--- src/rtl/core/fss_pkg.sv ---
// fss_pkg: shared types, constants and character helpers of the fuzzy subsequence scorer
// no dependencies
`default_nettype none
package fss_pkg;

    localparam int QL_W    = 4;
    localparam int SCORE_W = 11;
    localparam int SUM_W   = SCORE_W - 1;
    localparam int Q100_W  = 10;
    localparam int NUM_W   = SUM_W + Q100_W;
    localparam int CNT_W   = $clog2(NUM_W);
    localparam int OUT_W   = 16;
    localparam int WIDE_W  = 64;

    localparam logic [SCORE_W-1:0] PTS_BASE     = SCORE_W'(10);
    localparam logic [SCORE_W-1:0] PTS_CASE     = SCORE_W'(5);
    localparam logic [SCORE_W-1:0] PTS_BOUNDARY = SCORE_W'(20);
    localparam logic [SCORE_W-1:0] PTS_FIRST    = SCORE_W'(30);
    localparam logic [SCORE_W-1:0] PTS_CONSEC   = SCORE_W'(15);
    localparam logic [Q100_W-1:0]  PERCENT      = Q100_W'(100);
    localparam logic [OUT_W-1:0]   SCORE_FULL   = OUT_W'(1000);
    localparam logic [OUT_W-1:0]   SCORE_TINY   = OUT_W'(1);

    localparam logic [7:0] CHAR_UNDERSCORE = 8'h5F;

    localparam logic [3:0] ADDR_QUERY_BYTES  = 4'h0;
    localparam logic [3:0] ADDR_QUERY_LENGTH = 4'h8;

    // result kind captured at the final byte
    localparam logic [2:0] KIND_NONE  = 3'd0;
    localparam logic [2:0] KIND_LONG  = 3'd1;
    localparam logic [2:0] KIND_EMPTY = 3'd2;
    localparam logic [2:0] KIND_NEG   = 3'd3;
    localparam logic [2:0] KIND_DIV   = 3'd4;

    typedef struct packed {
        logic [WIDE_W-1:0] query_bytes;
        logic [QL_W-1:0]   query_length;
    } t_cfg;

    typedef struct packed {
        logic step;
        logic mul;
        logic div_step;
        logic load_out;
    } t_cmd;

    typedef struct packed {
        logic needs_div;
    } t_sts;

    function automatic logic is_upper(input logic [7:0] c);
        return (c >= 8'h41) && (c <= 8'h5A);
    endfunction

    function automatic logic is_lower(input logic [7:0] c);
        return (c >= 8'h61) && (c <= 8'h7A);
    endfunction

    function automatic logic is_alnum(input logic [7:0] c);
        return is_upper(c) || is_lower(c) || ((c >= 8'h30) && (c <= 8'h39));
    endfunction

    function automatic logic [7:0] fold_case(input logic [7:0] c);
        return is_upper(c) ? (c + 8'd32) : c;
    endfunction

    function automatic logic at_boundary(input logic first, input logic [7:0] prev,
                                         input logic [7:0] cur);
        return first
            || ((prev == CHAR_UNDERSCORE) && (cur != CHAR_UNDERSCORE))
            || (is_lower(prev) && is_upper(cur))
            || (!is_alnum(prev) && is_alnum(cur));
    endfunction

endpackage
`default_nettype wire

--- src/rtl/core/fss_in_if.sv ---
// fss_in_if: text byte channel, valid/ready with source and sink modports
// no dependencies
`default_nettype none
interface fss_in_if;
    logic       valid;
    logic       ready;
    logic [7:0] text_char;
    logic       last_char;

    modport source (output valid, output text_char, output last_char, input ready);
    modport sink   (input valid, input text_char, input last_char, output ready);
endinterface
`default_nettype wire

--- src/rtl/core/fss_out_if.sv ---
// fss_out_if: result channel, valid/ready with source and sink modports
// no dependencies
`default_nettype none
interface fss_out_if;
    logic        valid;
    logic        ready;
    logic [15:0] match_score;
    logic        matched;
    logic [63:0] position_mask;
    logic        text_too_long;

    modport source (output valid, output match_score, output matched,
                    output position_mask, output text_too_long, input ready);
    modport sink   (input valid, input match_score, input matched,
                    input position_mask, input text_too_long, output ready);
endinterface
`default_nettype wire

--- src/rtl/core/fss_cfg.sv ---
// fss_cfg: apb register file holding the query bytes and query length
// depends on fss_pkg
`default_nettype none
module fss_cfg (
    input  wire logic                      i_clk,
    input  wire logic                      i_rst_n,
    input  wire logic                      psel,
    input  wire logic                      penable,
    input  wire logic                      pwrite,
    input  wire logic [3:0]                paddr,
    input  wire logic [63:0]               pwdata,
    output logic      [63:0]               prdata,
    output logic                           pready,
    output fss_pkg::t_cfg                  o_cfg
);

    logic [fss_pkg::WIDE_W-1:0] r_query_bytes;
    logic [fss_pkg::QL_W-1:0]   r_query_length;
    logic                       wr_en;

    assign wr_en  = psel && penable && pwrite;
    assign pready = 1'b1;

    always_ff @(posedge i_clk) begin
        if (!i_rst_n) begin
            r_query_bytes  <= '0;
            r_query_length <= '0;
        end else if (wr_en) begin
            if (paddr[3] == fss_pkg::ADDR_QUERY_LENGTH[3]) begin
                r_query_length <= pwdata[fss_pkg::QL_W-1:0];
            end else begin
                r_query_bytes <= pwdata;
            end
        end
    end

    always_comb begin
        if (paddr[3] == fss_pkg::ADDR_QUERY_LENGTH[3]) begin
            prdata = 64'(r_query_length);
        end else begin
            prdata = r_query_bytes;
        end
    end

    assign o_cfg.query_bytes  = r_query_bytes;
    assign o_cfg.query_length = r_query_length;

endmodule
`default_nettype wire

--- src/rtl/core/fss_dp.sv ---
// fss_dp: datapath with per-byte match scoring, final multiply, restoring divider, result regs
// depends on fss_pkg
`default_nettype none
module fss_dp #(
    parameter int MAX_QUERY = 8,
    parameter int MAX_TEXT  = 64
) (
    input  wire logic                          i_clk,
    input  wire logic                          i_rst_n,
    input  wire fss_pkg::t_cmd                 i_cmd,
    output fss_pkg::t_sts                      o_sts,
    input  wire fss_pkg::t_cfg                 i_cfg,
    input  wire logic [7:0]                    i_text_char,
    input  wire logic                          i_last_char,
    output logic      [fss_pkg::OUT_W-1:0]     o_match_score,
    output logic                               o_matched,
    output logic      [fss_pkg::WIDE_W-1:0]    o_position_mask,
    output logic                               o_text_too_long
);

    localparam int PW = $clog2(MAX_TEXT + 1);
    localparam int IW = $clog2(MAX_TEXT);
    localparam int QL_W = fss_pkg::QL_W;
    localparam int SCORE_W = fss_pkg::SCORE_W;
    localparam int NUM_W = fss_pkg::NUM_W;

    // candidate state
    logic [QL_W-1:0]           r_qidx,     n_qidx;
    logic [PW-1:0]             r_pos,      n_pos;
    logic [7:0]                r_prev,     n_prev;
    logic [PW-1:0]             r_last_pos, n_last_pos;
    logic signed [SCORE_W-1:0] r_score,    n_score;
    logic [MAX_TEXT-1:0]       r_bits,     n_bits;
    logic                      r_ovf,      n_ovf;

    // final snapshot and arithmetic
    logic [2:0]                    r_kind,  n_kind;
    logic [fss_pkg::SUM_W-1:0]     r_f_sum;
    logic [fss_pkg::Q100_W-1:0]    r_f_q100;
    logic [PW-1:0]                 r_f_tlen;
    logic [MAX_TEXT-1:0]           r_f_mask;
    logic [NUM_W-1:0]              r_num;
    logic [PW-1:0]                 r_rem;

    logic [QL_W-1:0]           qlen;
    logic                      examine;
    logic                      hit;
    logic [7:0]                qc;
    logic [PW-1:0]             gap;
    logic signed [SCORE_W-1:0] pts;
    logic [NUM_W-1:0]          prod;
    logic [PW:0]               trial;
    logic                      take;

    assign qlen = (i_cfg.query_length > QL_W'(MAX_QUERY)) ? QL_W'(MAX_QUERY)
                                                          : i_cfg.query_length;

    always_comb begin
        examine = r_pos < PW'(MAX_TEXT);
        qc      = i_cfg.query_bytes[8*r_qidx[2:0] +: 8];
        hit     = examine && (r_qidx < qlen)
               && (fss_pkg::fold_case(i_text_char) == fss_pkg::fold_case(qc));
        gap     = r_pos - r_last_pos - PW'(1);

        pts = fss_pkg::PTS_BASE;
        if (i_text_char == qc) begin
            pts = pts + fss_pkg::PTS_CASE;
        end
        if (fss_pkg::at_boundary(r_pos == '0, r_prev, i_text_char)) begin
            pts = pts + fss_pkg::PTS_BOUNDARY;
        end
        if (r_pos == '0) begin
            pts = pts + fss_pkg::PTS_FIRST;
        end
        if (r_qidx != '0) begin
            if (r_last_pos + PW'(1) == r_pos) begin
                pts = pts + fss_pkg::PTS_CONSEC;
            end
            pts = pts - signed'(SCORE_W'(gap));
        end

        n_qidx     = r_qidx;
        n_pos      = r_pos;
        n_prev     = r_prev;
        n_last_pos = r_last_pos;
        n_score    = r_score;
        n_bits     = r_bits;
        n_ovf      = r_ovf;
        if (!examine) begin
            n_ovf = 1'b1;
        end else begin
            if (hit) begin
                n_score          = r_score + pts;
                n_bits[r_pos[IW-1:0]] = 1'b1;
                n_last_pos       = r_pos;
                n_qidx           = r_qidx + QL_W'(1);
            end
            n_prev = i_text_char;
            n_pos  = r_pos + PW'(1);
        end

        if (n_ovf) begin
            n_kind = fss_pkg::KIND_LONG;
        end else if (qlen == '0) begin
            n_kind = fss_pkg::KIND_EMPTY;
        end else if ((n_qidx >= qlen) && (8'(qlen) <= 8'(n_pos))) begin
            n_kind = n_score[SCORE_W-1] ? fss_pkg::KIND_NEG : fss_pkg::KIND_DIV;
        end else begin
            n_kind = fss_pkg::KIND_NONE;
        end
    end

    always_ff @(posedge i_clk) begin
        if (!i_rst_n) begin
            r_qidx     <= '0;
            r_pos      <= '0;
            r_prev     <= '0;
            r_last_pos <= '0;
            r_score    <= '0;
            r_bits     <= '0;
            r_ovf      <= 1'b0;
            r_kind     <= fss_pkg::KIND_NONE;
        end else if (i_cmd.step) begin
            if (i_last_char) begin
                r_qidx     <= '0;
                r_pos      <= '0;
                r_prev     <= '0;
                r_last_pos <= '0;
                r_score    <= '0;
                r_bits     <= '0;
                r_ovf      <= 1'b0;
                r_kind     <= n_kind;
            end else begin
                r_qidx     <= n_qidx;
                r_pos      <= n_pos;
                r_prev     <= n_prev;
                r_last_pos <= n_last_pos;
                r_score    <= n_score;
                r_bits     <= n_bits;
                r_ovf      <= n_ovf;
            end
        end
    end

    // snapshot at the final byte
    always_ff @(posedge i_clk) begin
        if (i_cmd.step && i_last_char) begin
            r_f_sum  <= n_score[fss_pkg::SUM_W-1:0];
            r_f_q100 <= fss_pkg::Q100_W'(qlen) * fss_pkg::PERCENT;
            r_f_tlen <= n_pos;
            r_f_mask <= n_bits;
        end
    end

    assign prod  = NUM_W'(r_f_sum) * NUM_W'(r_f_q100);
    assign trial = {r_rem, r_num[NUM_W-1]};
    assign take  = trial >= {1'b0, r_f_tlen};

    // restoring divide, quotient shifts into r_num
    always_ff @(posedge i_clk) begin
        if (i_cmd.mul) begin
            r_num <= prod;
            r_rem <= '0;
        end else if (i_cmd.div_step) begin
            r_num <= {r_num[NUM_W-2:0], take};
            r_rem <= take ? PW'(trial - {1'b0, r_f_tlen}) : trial[PW-1:0];
        end
    end

    always_ff @(posedge i_clk) begin
        if (i_cmd.load_out) begin
            case (r_kind)
                fss_pkg::KIND_LONG: begin
                    o_match_score   <= '0;
                    o_matched       <= 1'b0;
                    o_position_mask <= '0;
                    o_text_too_long <= 1'b1;
                end
                fss_pkg::KIND_EMPTY: begin
                    o_match_score   <= fss_pkg::SCORE_FULL;
                    o_matched       <= 1'b1;
                    o_position_mask <= '0;
                    o_text_too_long <= 1'b0;
                end
                fss_pkg::KIND_NEG: begin
                    o_match_score   <= fss_pkg::SCORE_TINY;
                    o_matched       <= 1'b1;
                    o_position_mask <= fss_pkg::WIDE_W'(r_f_mask);
                    o_text_too_long <= 1'b0;
                end
                fss_pkg::KIND_DIV: begin
                    o_match_score   <= r_num[fss_pkg::OUT_W-1:0];
                    o_matched       <= 1'b1;
                    o_position_mask <= fss_pkg::WIDE_W'(r_f_mask);
                    o_text_too_long <= 1'b0;
                end
                default: begin
                    o_match_score   <= '0;
                    o_matched       <= 1'b0;
                    o_position_mask <= '0;
                    o_text_too_long <= 1'b0;
                end
            endcase
        end
    end

    assign o_sts.needs_div = (r_kind == fss_pkg::KIND_DIV);

endmodule
`default_nettype wire

--- src/rtl/core/fss_ctrl.sv ---
// fss_ctrl: sequencer for byte intake, final multiply, divide steps and result hand-off
// depends on fss_pkg
`default_nettype none
module fss_ctrl (
    input  wire logic          i_clk,
    input  wire logic          i_rst_n,
    input  wire logic          i_in_valid,
    input  wire logic          i_in_last,
    output logic               o_in_ready,
    output logic               o_out_valid,
    input  wire logic          i_out_ready,
    output fss_pkg::t_cmd      o_cmd,
    input  wire fss_pkg::t_sts i_sts
);

    localparam logic [1:0] ST_IDLE = 2'd0;
    localparam logic [1:0] ST_MUL  = 2'd1;
    localparam logic [1:0] ST_DIV  = 2'd2;
    localparam logic [1:0] ST_DONE = 2'd3;

    logic [1:0]                 r_state, n_state;
    logic [fss_pkg::CNT_W-1:0]  r_cnt,   n_cnt;
    logic                       r_out_valid, n_out_valid;

    always_comb begin
        n_state        = r_state;
        n_cnt          = r_cnt;
        o_cmd          = '0;
        o_in_ready     = 1'b0;
        unique case (r_state)
            ST_IDLE: begin
                o_in_ready = 1'b1;
                o_cmd.step = i_in_valid;
                if (i_in_valid && i_in_last) begin
                    n_state = ST_MUL;
                end
            end
            ST_MUL: begin
                o_cmd.mul = 1'b1;
                n_cnt     = '0;
                n_state   = i_sts.needs_div ? ST_DIV : ST_DONE;
            end
            ST_DIV: begin
                o_cmd.div_step = 1'b1;
                if (r_cnt == fss_pkg::CNT_W'(fss_pkg::NUM_W - 1)) begin
                    n_state = ST_DONE;
                end else begin
                    n_cnt = r_cnt + fss_pkg::CNT_W'(1);
                end
            end
            ST_DONE: begin
                if (!r_out_valid || i_out_ready) begin
                    o_cmd.load_out = 1'b1;
                    n_state        = ST_IDLE;
                end
            end
            default: begin
                n_state = ST_IDLE;
            end
        endcase
        n_out_valid = o_cmd.load_out || (r_out_valid && !i_out_ready);
    end

    always_ff @(posedge i_clk) begin
        if (!i_rst_n) begin
            r_state     <= ST_IDLE;
            r_cnt       <= '0;
            r_out_valid <= 1'b0;
        end else begin
            r_state     <= n_state;
            r_cnt       <= n_cnt;
            r_out_valid <= n_out_valid;
        end
    end

    assign o_out_valid = r_out_valid;

endmodule
`default_nettype wire

--- src/rtl/core/fuzzy_subsequence_scorer.sv ---
// fuzzy_subsequence_scorer: top level joining apb registers, sequencer and datapath
// depends on fss_pkg, fss_in_if, fss_out_if, fss_cfg, fss_ctrl, fss_dp
//
// channel    dir  transaction  payload
// i_text     in   one byte     text_char[7:0], last_char
// o_result   out  one result   match_score[15:0], matched, position_mask[63:0], text_too_long
// apb        in   reg write    query_bytes at 0x0, query_length at 0x8
//
// one text byte per cycle while the sequencer is idle; the final byte is followed by a multiply,
// then, when a divide is needed, restoring divide steps, one per quotient bit, then the result register load
// bytes are held off from the final byte until the result register is loaded
// a waiting result holds in its register while the next candidate streams in
// synchronous active-low reset clears the apb registers, the sequencer state and the candidate state
`default_nettype none
module fuzzy_subsequence_scorer #(
    parameter int MAX_QUERY = 8,
    parameter int MAX_TEXT  = 64
) (
    input  wire logic        i_clk,
    input  wire logic        i_rst_n,
    fss_in_if.sink           i_text,
    fss_out_if.source        o_result,
    input  wire logic        psel,
    input  wire logic        penable,
    input  wire logic        pwrite,
    input  wire logic [3:0]  paddr,
    input  wire logic [63:0] pwdata,
    output logic      [63:0] prdata,
    output logic             pready
);

    fss_pkg::t_cfg cfg;
    fss_pkg::t_cmd cmd;
    fss_pkg::t_sts sts;

    fss_cfg u_cfg (
        .i_clk   (i_clk),
        .i_rst_n (i_rst_n),
        .psel    (psel),
        .penable (penable),
        .pwrite  (pwrite),
        .paddr   (paddr),
        .pwdata  (pwdata),
        .prdata  (prdata),
        .pready  (pready),
        .o_cfg   (cfg)
    );

    fss_ctrl u_ctrl (
        .i_clk       (i_clk),
        .i_rst_n     (i_rst_n),
        .i_in_valid  (i_text.valid),
        .i_in_last   (i_text.last_char),
        .o_in_ready  (i_text.ready),
        .o_out_valid (o_result.valid),
        .i_out_ready (o_result.ready),
        .o_cmd       (cmd),
        .i_sts       (sts)
    );

    fss_dp #(
        .MAX_QUERY (MAX_QUERY),
        .MAX_TEXT  (MAX_TEXT)
    ) u_dp (
        .i_clk           (i_clk),
        .i_rst_n         (i_rst_n),
        .i_cmd           (cmd),
        .o_sts           (sts),
        .i_cfg           (cfg),
        .i_text_char     (i_text.text_char),
        .i_last_char     (i_text.last_char),
        .o_match_score   (o_result.match_score),
        .o_matched       (o_result.matched),
        .o_position_mask (o_result.position_mask),
        .o_text_too_long (o_result.text_too_long)
    );

endmodule
`default_nettype wire
--- src/flat_wrapper.sv ---
// flat-port wrapper written by rule: the top's interface ports become plain ports
module fuzzy_subsequence_scorer_flat 
#(
    parameter int MAX_QUERY = 8,
    parameter int MAX_TEXT  = 64
)
  (i_clk, i_rst_n, psel, penable, pwrite, paddr, pwdata, prdata, pready, i_text_valid, i_text_text_char, i_text_last_char, i_text_ready, o_result_valid, o_result_match_score, o_result_matched, o_result_position_mask, o_result_text_too_long, o_result_ready);
  fss_in_if i_text_i ();
  fss_out_if o_result_i ();
  input  wire logic i_clk;
  input  wire logic i_rst_n;
  input  wire logic psel;
  input  wire logic penable;
  input  wire logic pwrite;
  input  wire logic [3:0] paddr;
  input  wire logic [63:0] pwdata;
  output logic      [63:0] prdata;
  output logic pready;
  input wire logic [$bits(i_text_i.valid)-1:0] i_text_valid;
  input wire logic [$bits(i_text_i.text_char)-1:0] i_text_text_char;
  input wire logic [$bits(i_text_i.last_char)-1:0] i_text_last_char;
  output wire logic [$bits(i_text_i.ready)-1:0] i_text_ready;
  output wire logic [$bits(o_result_i.valid)-1:0] o_result_valid;
  output wire logic [$bits(o_result_i.match_score)-1:0] o_result_match_score;
  output wire logic [$bits(o_result_i.matched)-1:0] o_result_matched;
  output wire logic [$bits(o_result_i.position_mask)-1:0] o_result_position_mask;
  output wire logic [$bits(o_result_i.text_too_long)-1:0] o_result_text_too_long;
  input wire logic [$bits(o_result_i.ready)-1:0] o_result_ready;
  assign i_text_i.valid = i_text_valid;
  assign i_text_i.text_char = i_text_text_char;
  assign i_text_i.last_char = i_text_last_char;
  assign i_text_ready = i_text_i.ready;
  assign o_result_valid = o_result_i.valid;
  assign o_result_match_score = o_result_i.match_score;
  assign o_result_matched = o_result_i.matched;
  assign o_result_position_mask = o_result_i.position_mask;
  assign o_result_text_too_long = o_result_i.text_too_long;
  assign o_result_i.ready = o_result_ready;
  fuzzy_subsequence_scorer #(.MAX_QUERY(MAX_QUERY), .MAX_TEXT(MAX_TEXT)) u_core (.i_clk(i_clk), .i_rst_n(i_rst_n), .i_text(i_text_i), .o_result(o_result_i), .psel(psel), .penable(penable), .pwrite(pwrite), .paddr(paddr), .pwdata(pwdata), .prdata(prdata), .pready(pready));
endmodule
--- config.mk ---
export PLATFORM = sky130hd
export DESIGN_NAME = fuzzy_subsequence_scorer_flat
export DESIGN_NICKNAME = d
export VERILOG_FILES = /design/src/rtl/core/fss_pkg.sv /design/src/rtl/core/fss_in_if.sv /design/src/rtl/core/fss_out_if.sv /design/src/rtl/core/fss_cfg.sv /design/src/rtl/core/fss_dp.sv /design/src/rtl/core/fss_ctrl.sv /design/src/rtl/core/fuzzy_subsequence_scorer.sv /design/src/flat_wrapper.sv
export SDC_FILE = /design/constraint.sdc
export NUM_CORES = 1
export LEC_CHECK = 0
export ABC_AREA = 1
export BUFFER_PORTS_ARGS = -buffer_cell sky130_fd_sc_hd__buf_4
export CAP_MARGIN = 40
export CORE_UTILIZATION = 55
export DETAILED_ROUTE_END_ITERATION = 12
export PLACE_DENSITY = 0.81
export SYNTH_ARGS = -nofsm -noshare
export SYNTH_HDL_FRONTEND = slang
export SYNTH_SLANG_ARGS = --single-unit
--- constraint.sdc ---
create_clock -name i_clk -period 15.1 [get_ports i_clk]
set_input_delay 0 -clock i_clk [delete_from_list [all_inputs] [get_ports i_clk]]
set_output_delay 0 -clock i_clk [all_outputs]
set_load 0.01 [all_outputs]
==> results of run 1 <==
==> kinds of logic (layout without fill, tap and decap cells) <==
kind of cell	after synthesis	in the layout	synth area share [%]
and+or+nand+nor	836	836	16.8
other	1	1	0.0184
buffers and inverters	552	839	10.6
DFF	379	379	46.5
muxes	1	1	0.0490
xor gates and xnor gates	52	52	2.23
adders and majority gates	157	157	11.6
AOI/OAI and AO/OA	479	479	12.3
==> synthesized netlist by cell type (30+ instances only) <==
library cell and number:
a21oi_1 234, clkbuf_1 87, dfxtp_1 188, edfxtp_1 191, fa_1 53, ha_1 104
inv_1 425, nand2_1 412, nand3_1 117, nor2_1 265, o21ai_0 199, xor2_1 30
==> area by class of cell <==
| cell class | instances | area, um^2 |
|---|---|---|
| clock buffers | 60 | 1120 |
| clock inverters | 14 | 163 |
| fillers | 2746 | 12100 |
| inverters | 442 | 1670 |
| multi-input cells | 1526 | 8780 |
| flip-flops and latches | 379 | 9500 |
| well taps | 468 | 586 |
| repair buffers | 323 | 2660 |
==> power by group through the flow <==
stage          clock network [uW]  logic (uW)  registers, uW
2_1_floorplan                   0         617           1280
3_3_place_gp                    0         793           1280
3_5_place_dp                    0         830           1280
4_1_cts                       967         854           1260
5_1_grt                      1010         975           1270
6_report                      955         857           1260
==> layer usage <==
metal  up-vias  global-route usage, %  share of wire (%)
met5         -                      0                  0
met3       146                   3.64                7.2
li1       8379                      -                  -
met1      8008                   32.5                 41
met2       785                   44.5                 48
met4         0                   11.6                4.0
==> critical path, delay by kind of cell, from the launching register on <==
| family | cells | cell delay (ns) |
|---|---|---|
| DFF | 1 | 0.94 |
| and+or+nand+nor | 20 | 2.22 |
| buffers and inverters | 1 | 0.34 |
| xor gates and xnor gates | 2 | 0.46 |
| AOI/OAI and AO/OA | 7 | 1.21 |
| adders and majority gates | 3 | 0.96 |
==> final timing paths <==
| check | cells past startpoint | to | startpoint |
|---|---|---|---|
| worst max-delay path | 33 | u_core.u_dp.r_kind[1] | u_core.u_dp.r_qidx[1] |
| worst min-delay path | 3 | u_core.u_ctrl.r_state[1] | i_rst_n |
| worst max register to register | 33 | u_core.u_dp.r_kind[1] | u_core.u_dp.r_qidx[1] |
| worst min register to register | 2 | u_core.u_dp.r_last_pos[6] | u_core.u_dp.r_last_pos[6] |
==> flip-flops by register name (all words and copies together) (netlist names), 8 cells and up <==
signal and cells:
u_core.u_dp.r_prev 8, u_core.u_dp.r_bits 64, u_core.u_dp.o_position_mask 64, u_core.u_cfg.r_query_bytes 64, u_core.u_dp.r_num 20, u_core.u_dp.r_f_q100 8, u_core.u_dp.r_f_mask 64, u_core.u_dp.o_match_score 16
u_core.u_dp.r_f_sum 10, u_core.u_dp.r_score 11
==> timing repair <==
action | 4_1_cts | 5_1_grt
resized for setup | 0 | 0
endpoints found under the setup margin | 0 | 0
hold endpoints to repair | 78 | 0
hold buffers | 78 | 0
==> through the flow <==
step	power, uW	util, %	worst slack (ns)	cells
6_report	3070	66.8	8.84	3212
5_1_grt	3250	66.8	8.51	3212
4_1_cts	3080	66.8	8.93	3212
3_5_place_dp	2110	61.2	9.07	3060
3_3_place_gp	2070	61.0	9.15	3054
2_1_floorplan	1890	-	8.72	2457
==> impl_metrics.py, run 1 <==
metrics = {
    "run_status": {
        "status": "finished clean",
    },
    "placement": {
        "dp_hpwl_um": 32900,
        "portBuffers": 228,
        "placed_cell_area_um2": 22400,
        "gp_congestion": 0.895,
    },
    "route": {
        "wire_per_inst_um": 15.4,
        "vias": 17318,
        "viasPerCell": 5.39,
        "drc": 0,
        "ant_nets": 0,
        "first_pass_iters": 6,
        "wl_um": 49500,
        "drtIter0Drc": 1387,
    },
    "logic_synthesis": {
        "syn-num-nets": 2698,
        "yosysSeqAreaShare_pct": 46.5,
        "synthCells": 2457,
        "synth_cell_types": 48,
        "synth_edf_count": 191,
        "synth_area_leader_cell": "edfxtp_1",
        "async_flop_share_pct": 0,
        "synth_area_leaders": "edfxtp_1, dfxtp_1, inv_1",
        "avgSynthCellArea_um2": 8.31,
        "ys_seq_elements": 379,
        "synthesis.area_um2": 20400,
        "yosysTopAreaCellShare_pct": 28.1,
        "ys_warn_count": 0,
        "synth_ff_type": "edfxtp_1",
    },
    "global_route": {
        "antenna_found_initial": 0,
        "grt_max_degree": 83,
        "grt_pass1_wl_um": 80600,
        "grt_pass1_vias": 16800,
        "overflow": 0,
        "grt_util_all_layers_pct": 25.9,
    },
    "timing": {
        "timing.final.hold_violations": 0,
        "fin_crit_sh_pct": 41.5,
        "fmax_ghz": 0.160,
        "finalSetupTns_ns": 0,
        "relSlewSlack_pct": 37.2,
        "rsz0062_at_grt": "no",
        "worst_slew_pin_slew_ns": 0.941,
        "finClkSkew_ns": 0.0276,
        "report.final.setup_viol": 0,
        "hold_ws_ns": 0.0263,
        "finalMaxSlewViolations": 0,
        "period_needed_ns": 6.26,
    },
    "cts": {
        "cts_tree": "built",
        "cts_root_buffer": "clkbuf_16",
        "clk_pin_slew_ns": 0.06,
        "cts.path.max_buffers": 3,
        "insertion_delay_ns": 0.56,
        "cts_setup_buffers": 0,
        "cts.sinks": 379,
        "cts_made_buffers": 40,
        "cts.htree.levels": 2,
    },
    "final_layout": {
        "diodes": 0,
        "final_common_cell": "inv_1",
        "fin_nets": 2953,
        "drive_gt1_share_pct": 12.2,
        "areaGrowthSynthToFinish_pct": 19.9,
        "finish.instance_area_um2": 24500,
        "layout_common_cells": "inv_1, nand2_1, nor2_1",
    },
    "floorplan": {
        "pin_count": 233,
        "core-area_um2": 36600,
        "rows": 70,
        "die_w_um": 195,
        "fp.dieArea_um2": 37900,
        "die_h_um": 195,
        "start_util_pct": 55.8,
    },
    "pwr": {
        "powerDensity_nw_per_um2": 126,
        "p_sw_share_pct": 32.0,
        "power_frac_clock_pct": 31.1,
        "combPwrFrac_pct": 27.9,
        "seqPwrFrac_pct": 41.0,
        "irDropWorstVdd_mv": 0.0730,
        "switchingPower_uw": 982,
        "p_leak_uw": 0.0115,
        "intPower_uw": 2090,
    },
    "setup_path": {
        "cpPeakStageDelay_ns": 0.94,
        "cp_slowest_cell": "dfxtp_1",
        "cp_max_fo": 22,
        "crit_type": "flip-flop to flip-flop",
        "critPathMostFrequentCell": "nand2_1",
        "required_ns": 15.55,
        "end_kind": "flip-flop",
        "r2r_slack_ns": 8.84,
        "cp.arrival_ns": 6.71,
        "cp-start-kind": "flip-flop",
    },
    "worst_hold_path": {
        "hold_class": "primary input to flip-flop",
    },
    "run": {
        "maxCapViolCount": 0,
    },
}
Note: power is estimated with default switching activity, not from simulation.
==> run 2: changes to the inputs <==
clock period = 5.9 ns   (was 15.1 ns; I/O delays follow)
==> run 2 against run 1 <==
Sequential cell count is the same; hold slack improved by 0.015 ns; critical path type unchanged; final area rose by 0.57%; die area unchanged; critical path depth is 2 higher; global-route usage grew 0.20 points; non-clock buffer count increased by 8.
==> impl_metrics.py, run 2 (synthesis gave the netlist of run 1 again) <==
metrics = {
    "final_layout": {
        "drive_gt1_share_pct": 12.8,
        "fin_cells": 3216,
        "diodes": 0,
        "multi_input_area_um2": 8780,
        "areaGrowthSynthToFinish_pct": 20.5,
        "fill_cells": 2748,
        "fin_nets": 2960,
        "seq_area_um2": 9500,
        "finish.instance_area_um2": 24600,
        "layout_common_cells": "inv_1, nand2_1, nor2_1",
        "final_common_cell": "inv_1",
    },
    "timing": {
        "timing.final.hold_violations": 0,
        "finalMaxSlewViolations": 0,
        "fin_crit_sh_pct": 90.2,
        "relSlewSlack_pct": 39.3,
        "fmax_ghz": 0.188,
        "finClkSkew_ns": 0.0325,
        "worst_slew_pin_slew_ns": 0.907,
        "fin_ws_ns": 0.577,
        "period_needed_ns": 5.32,
        "report.final.setup_viol": 0,
        "finalSetupTns_ns": 0,
        "rsz0062_at_grt": "no",
    },
    "cts": {
        "cts_made_buffers": 39,
        "cts_tree": "built",
        "cts_root_buffer": "clkbuf_16",
        "insertion_delay_ns": 0.55,
        "cts.sinks": 379,
        "cts.htree.levels": 2,
        "cts.path.max_buffers": 3,
        "clk_pin_slew_ns": 0.06,
    },
    "setup_path": {
        "cp-start-kind": "flip-flop",
        "end_kind": "flip-flop",
        "crit_type": "flip-flop to flip-flop",
        "required_ns": 6.30,
        "cpPeakStageDelay_ns": 0.49,
        "cp_slowest_cell": "dfxtp_1",
        "cp.arrival_ns": 5.72,
        "critPathMostFrequentCell": "nand2_1",
        "cp_max_fo": 17,
    },
    "global_route": {
        "antenna_found_initial": 0,
        "overflow": 0,
        "grt_pass1_vias": 17071,
        "grt_util_all_layers_pct": 26.1,
        "grt_pass1_wl_um": 81600,
        "grt_max_degree": 75,
    },
    "worst_hold_path": {
        "hold_class": "primary input to flip-flop",
    },
    "route": {
        "first_pass_iters": 6,
        "dr.max_layer_used": "met4",
        "met2_length_um": 24000,
        "ant_nets": 0,
        "met3_length_um": 3010,
        "drc": 0,
        "wl_um": 49300,
        "wl_met1_um": 20500,
        "wire_per_inst_um": 15.3,
        "viasPerCell": 5.35,
        "drtIter0Drc": 1085,
        "vias": 17191,
    },
    "floorplan": {
        "fp.dieArea_um2": 37900,
        "rows": 70,
        "die_w_um": 195,
        "core-area_um2": 36600,
        "die_h_um": 195,
        "start_util_pct": 55.8,
        "pin_count": 233,
    },
    "placement": {
        "placed_cell_area_um2": 22500,
        "gp_congestion": 0.888,
        "dp_cells": 3068,
        "portBuffers": 228,
        "dp_hpwl_um": 33900,
        "dp_slack_ns": 0.528,
    },
    "pwr": {
        "powerDensity_nw_per_um2": 324,
        "irDropWorstVdd_mv": 0.243,
        "p_leak_uw": 0.0116,
    },
    "run": {
        "maxCapViolCount": 0,
    },
    "run_status": {
        "status": "finished clean",
    },
}
[run 2: routing by layer]
metal,up-vias,GRT usage [%]
li1,8393,-
met1,8008,32.5
met2,645,45.8
met3,145,3.63
met4,0,10.5
met5,-,0
[run 2: area by class of cell]
| class | instances | area share, % |
|---|---|---|
| Timing Repair Buffer | 331 | 11.1 |
| Tap cell | 468 | 2.38 |
| Sequential cell | 379 | 38.6 |
| Multi-Input combinational cell | 1526 | 35.7 |
| Clock buffer | 56 | 4.68 |
| Inverter | 442 | 6.78 |
| Clock inverter | 14 | 0.758 |
[run 2: what timing repair did]
item                       4_1_cts  5_1_grt
resized for setup                0        3
hold endpoints to repair        79        0
hold buffers                    77        0
setup endpoints to repair        0        5
buffers inserted                 0        0
[run 2: worst paths after layout]
check                              start                endpoint  slack, ns  cells past startpoint
setup / recovery   u_core.u_dp.r_qidx[1]  u_core.u_dp.r_score[9]       0.58                     35
hold / removal                   i_rst_n  u_core.u_ctrl.r_cnt[2]       0.04                      3
setup reg to reg   u_core.u_dp.r_qidx[1]  u_core.u_dp.r_score[9]       0.58                     35
hold reg to reg   u_core.u_dp.r_bits[56]  u_core.u_dp.r_bits[56]       0.47                      2
[run 2: power by group]
group	switching (uW)	internal [uW]
combinational	1350	854
sequential	132	3100
clock	1060	1470
total	2540	5420
[run 2: through the flow]
stage	util [%]	hold slack (ns)	total power, uW
finish	67.2	0.0412	7960
global placement	61.1	0.269	5310
floorplan	-	0.163	4840
CTS	67.2	0.0267	7980
detailed placement	61.4	0.278	5410
global route	67.2	0.0602	8420
[run 2: worst max-delay path, delay by kind of cell (launching register included)]
kind                       cells  cell delay, ns
and+or+nand+nor               17            1.79
AOI/OAI and AO/OA              8            1.04
adders and majority gates      3            0.88
buffers and inverters          5            0.60
DFF                            1            0.49
xor gates and xnor gates       2            0.36
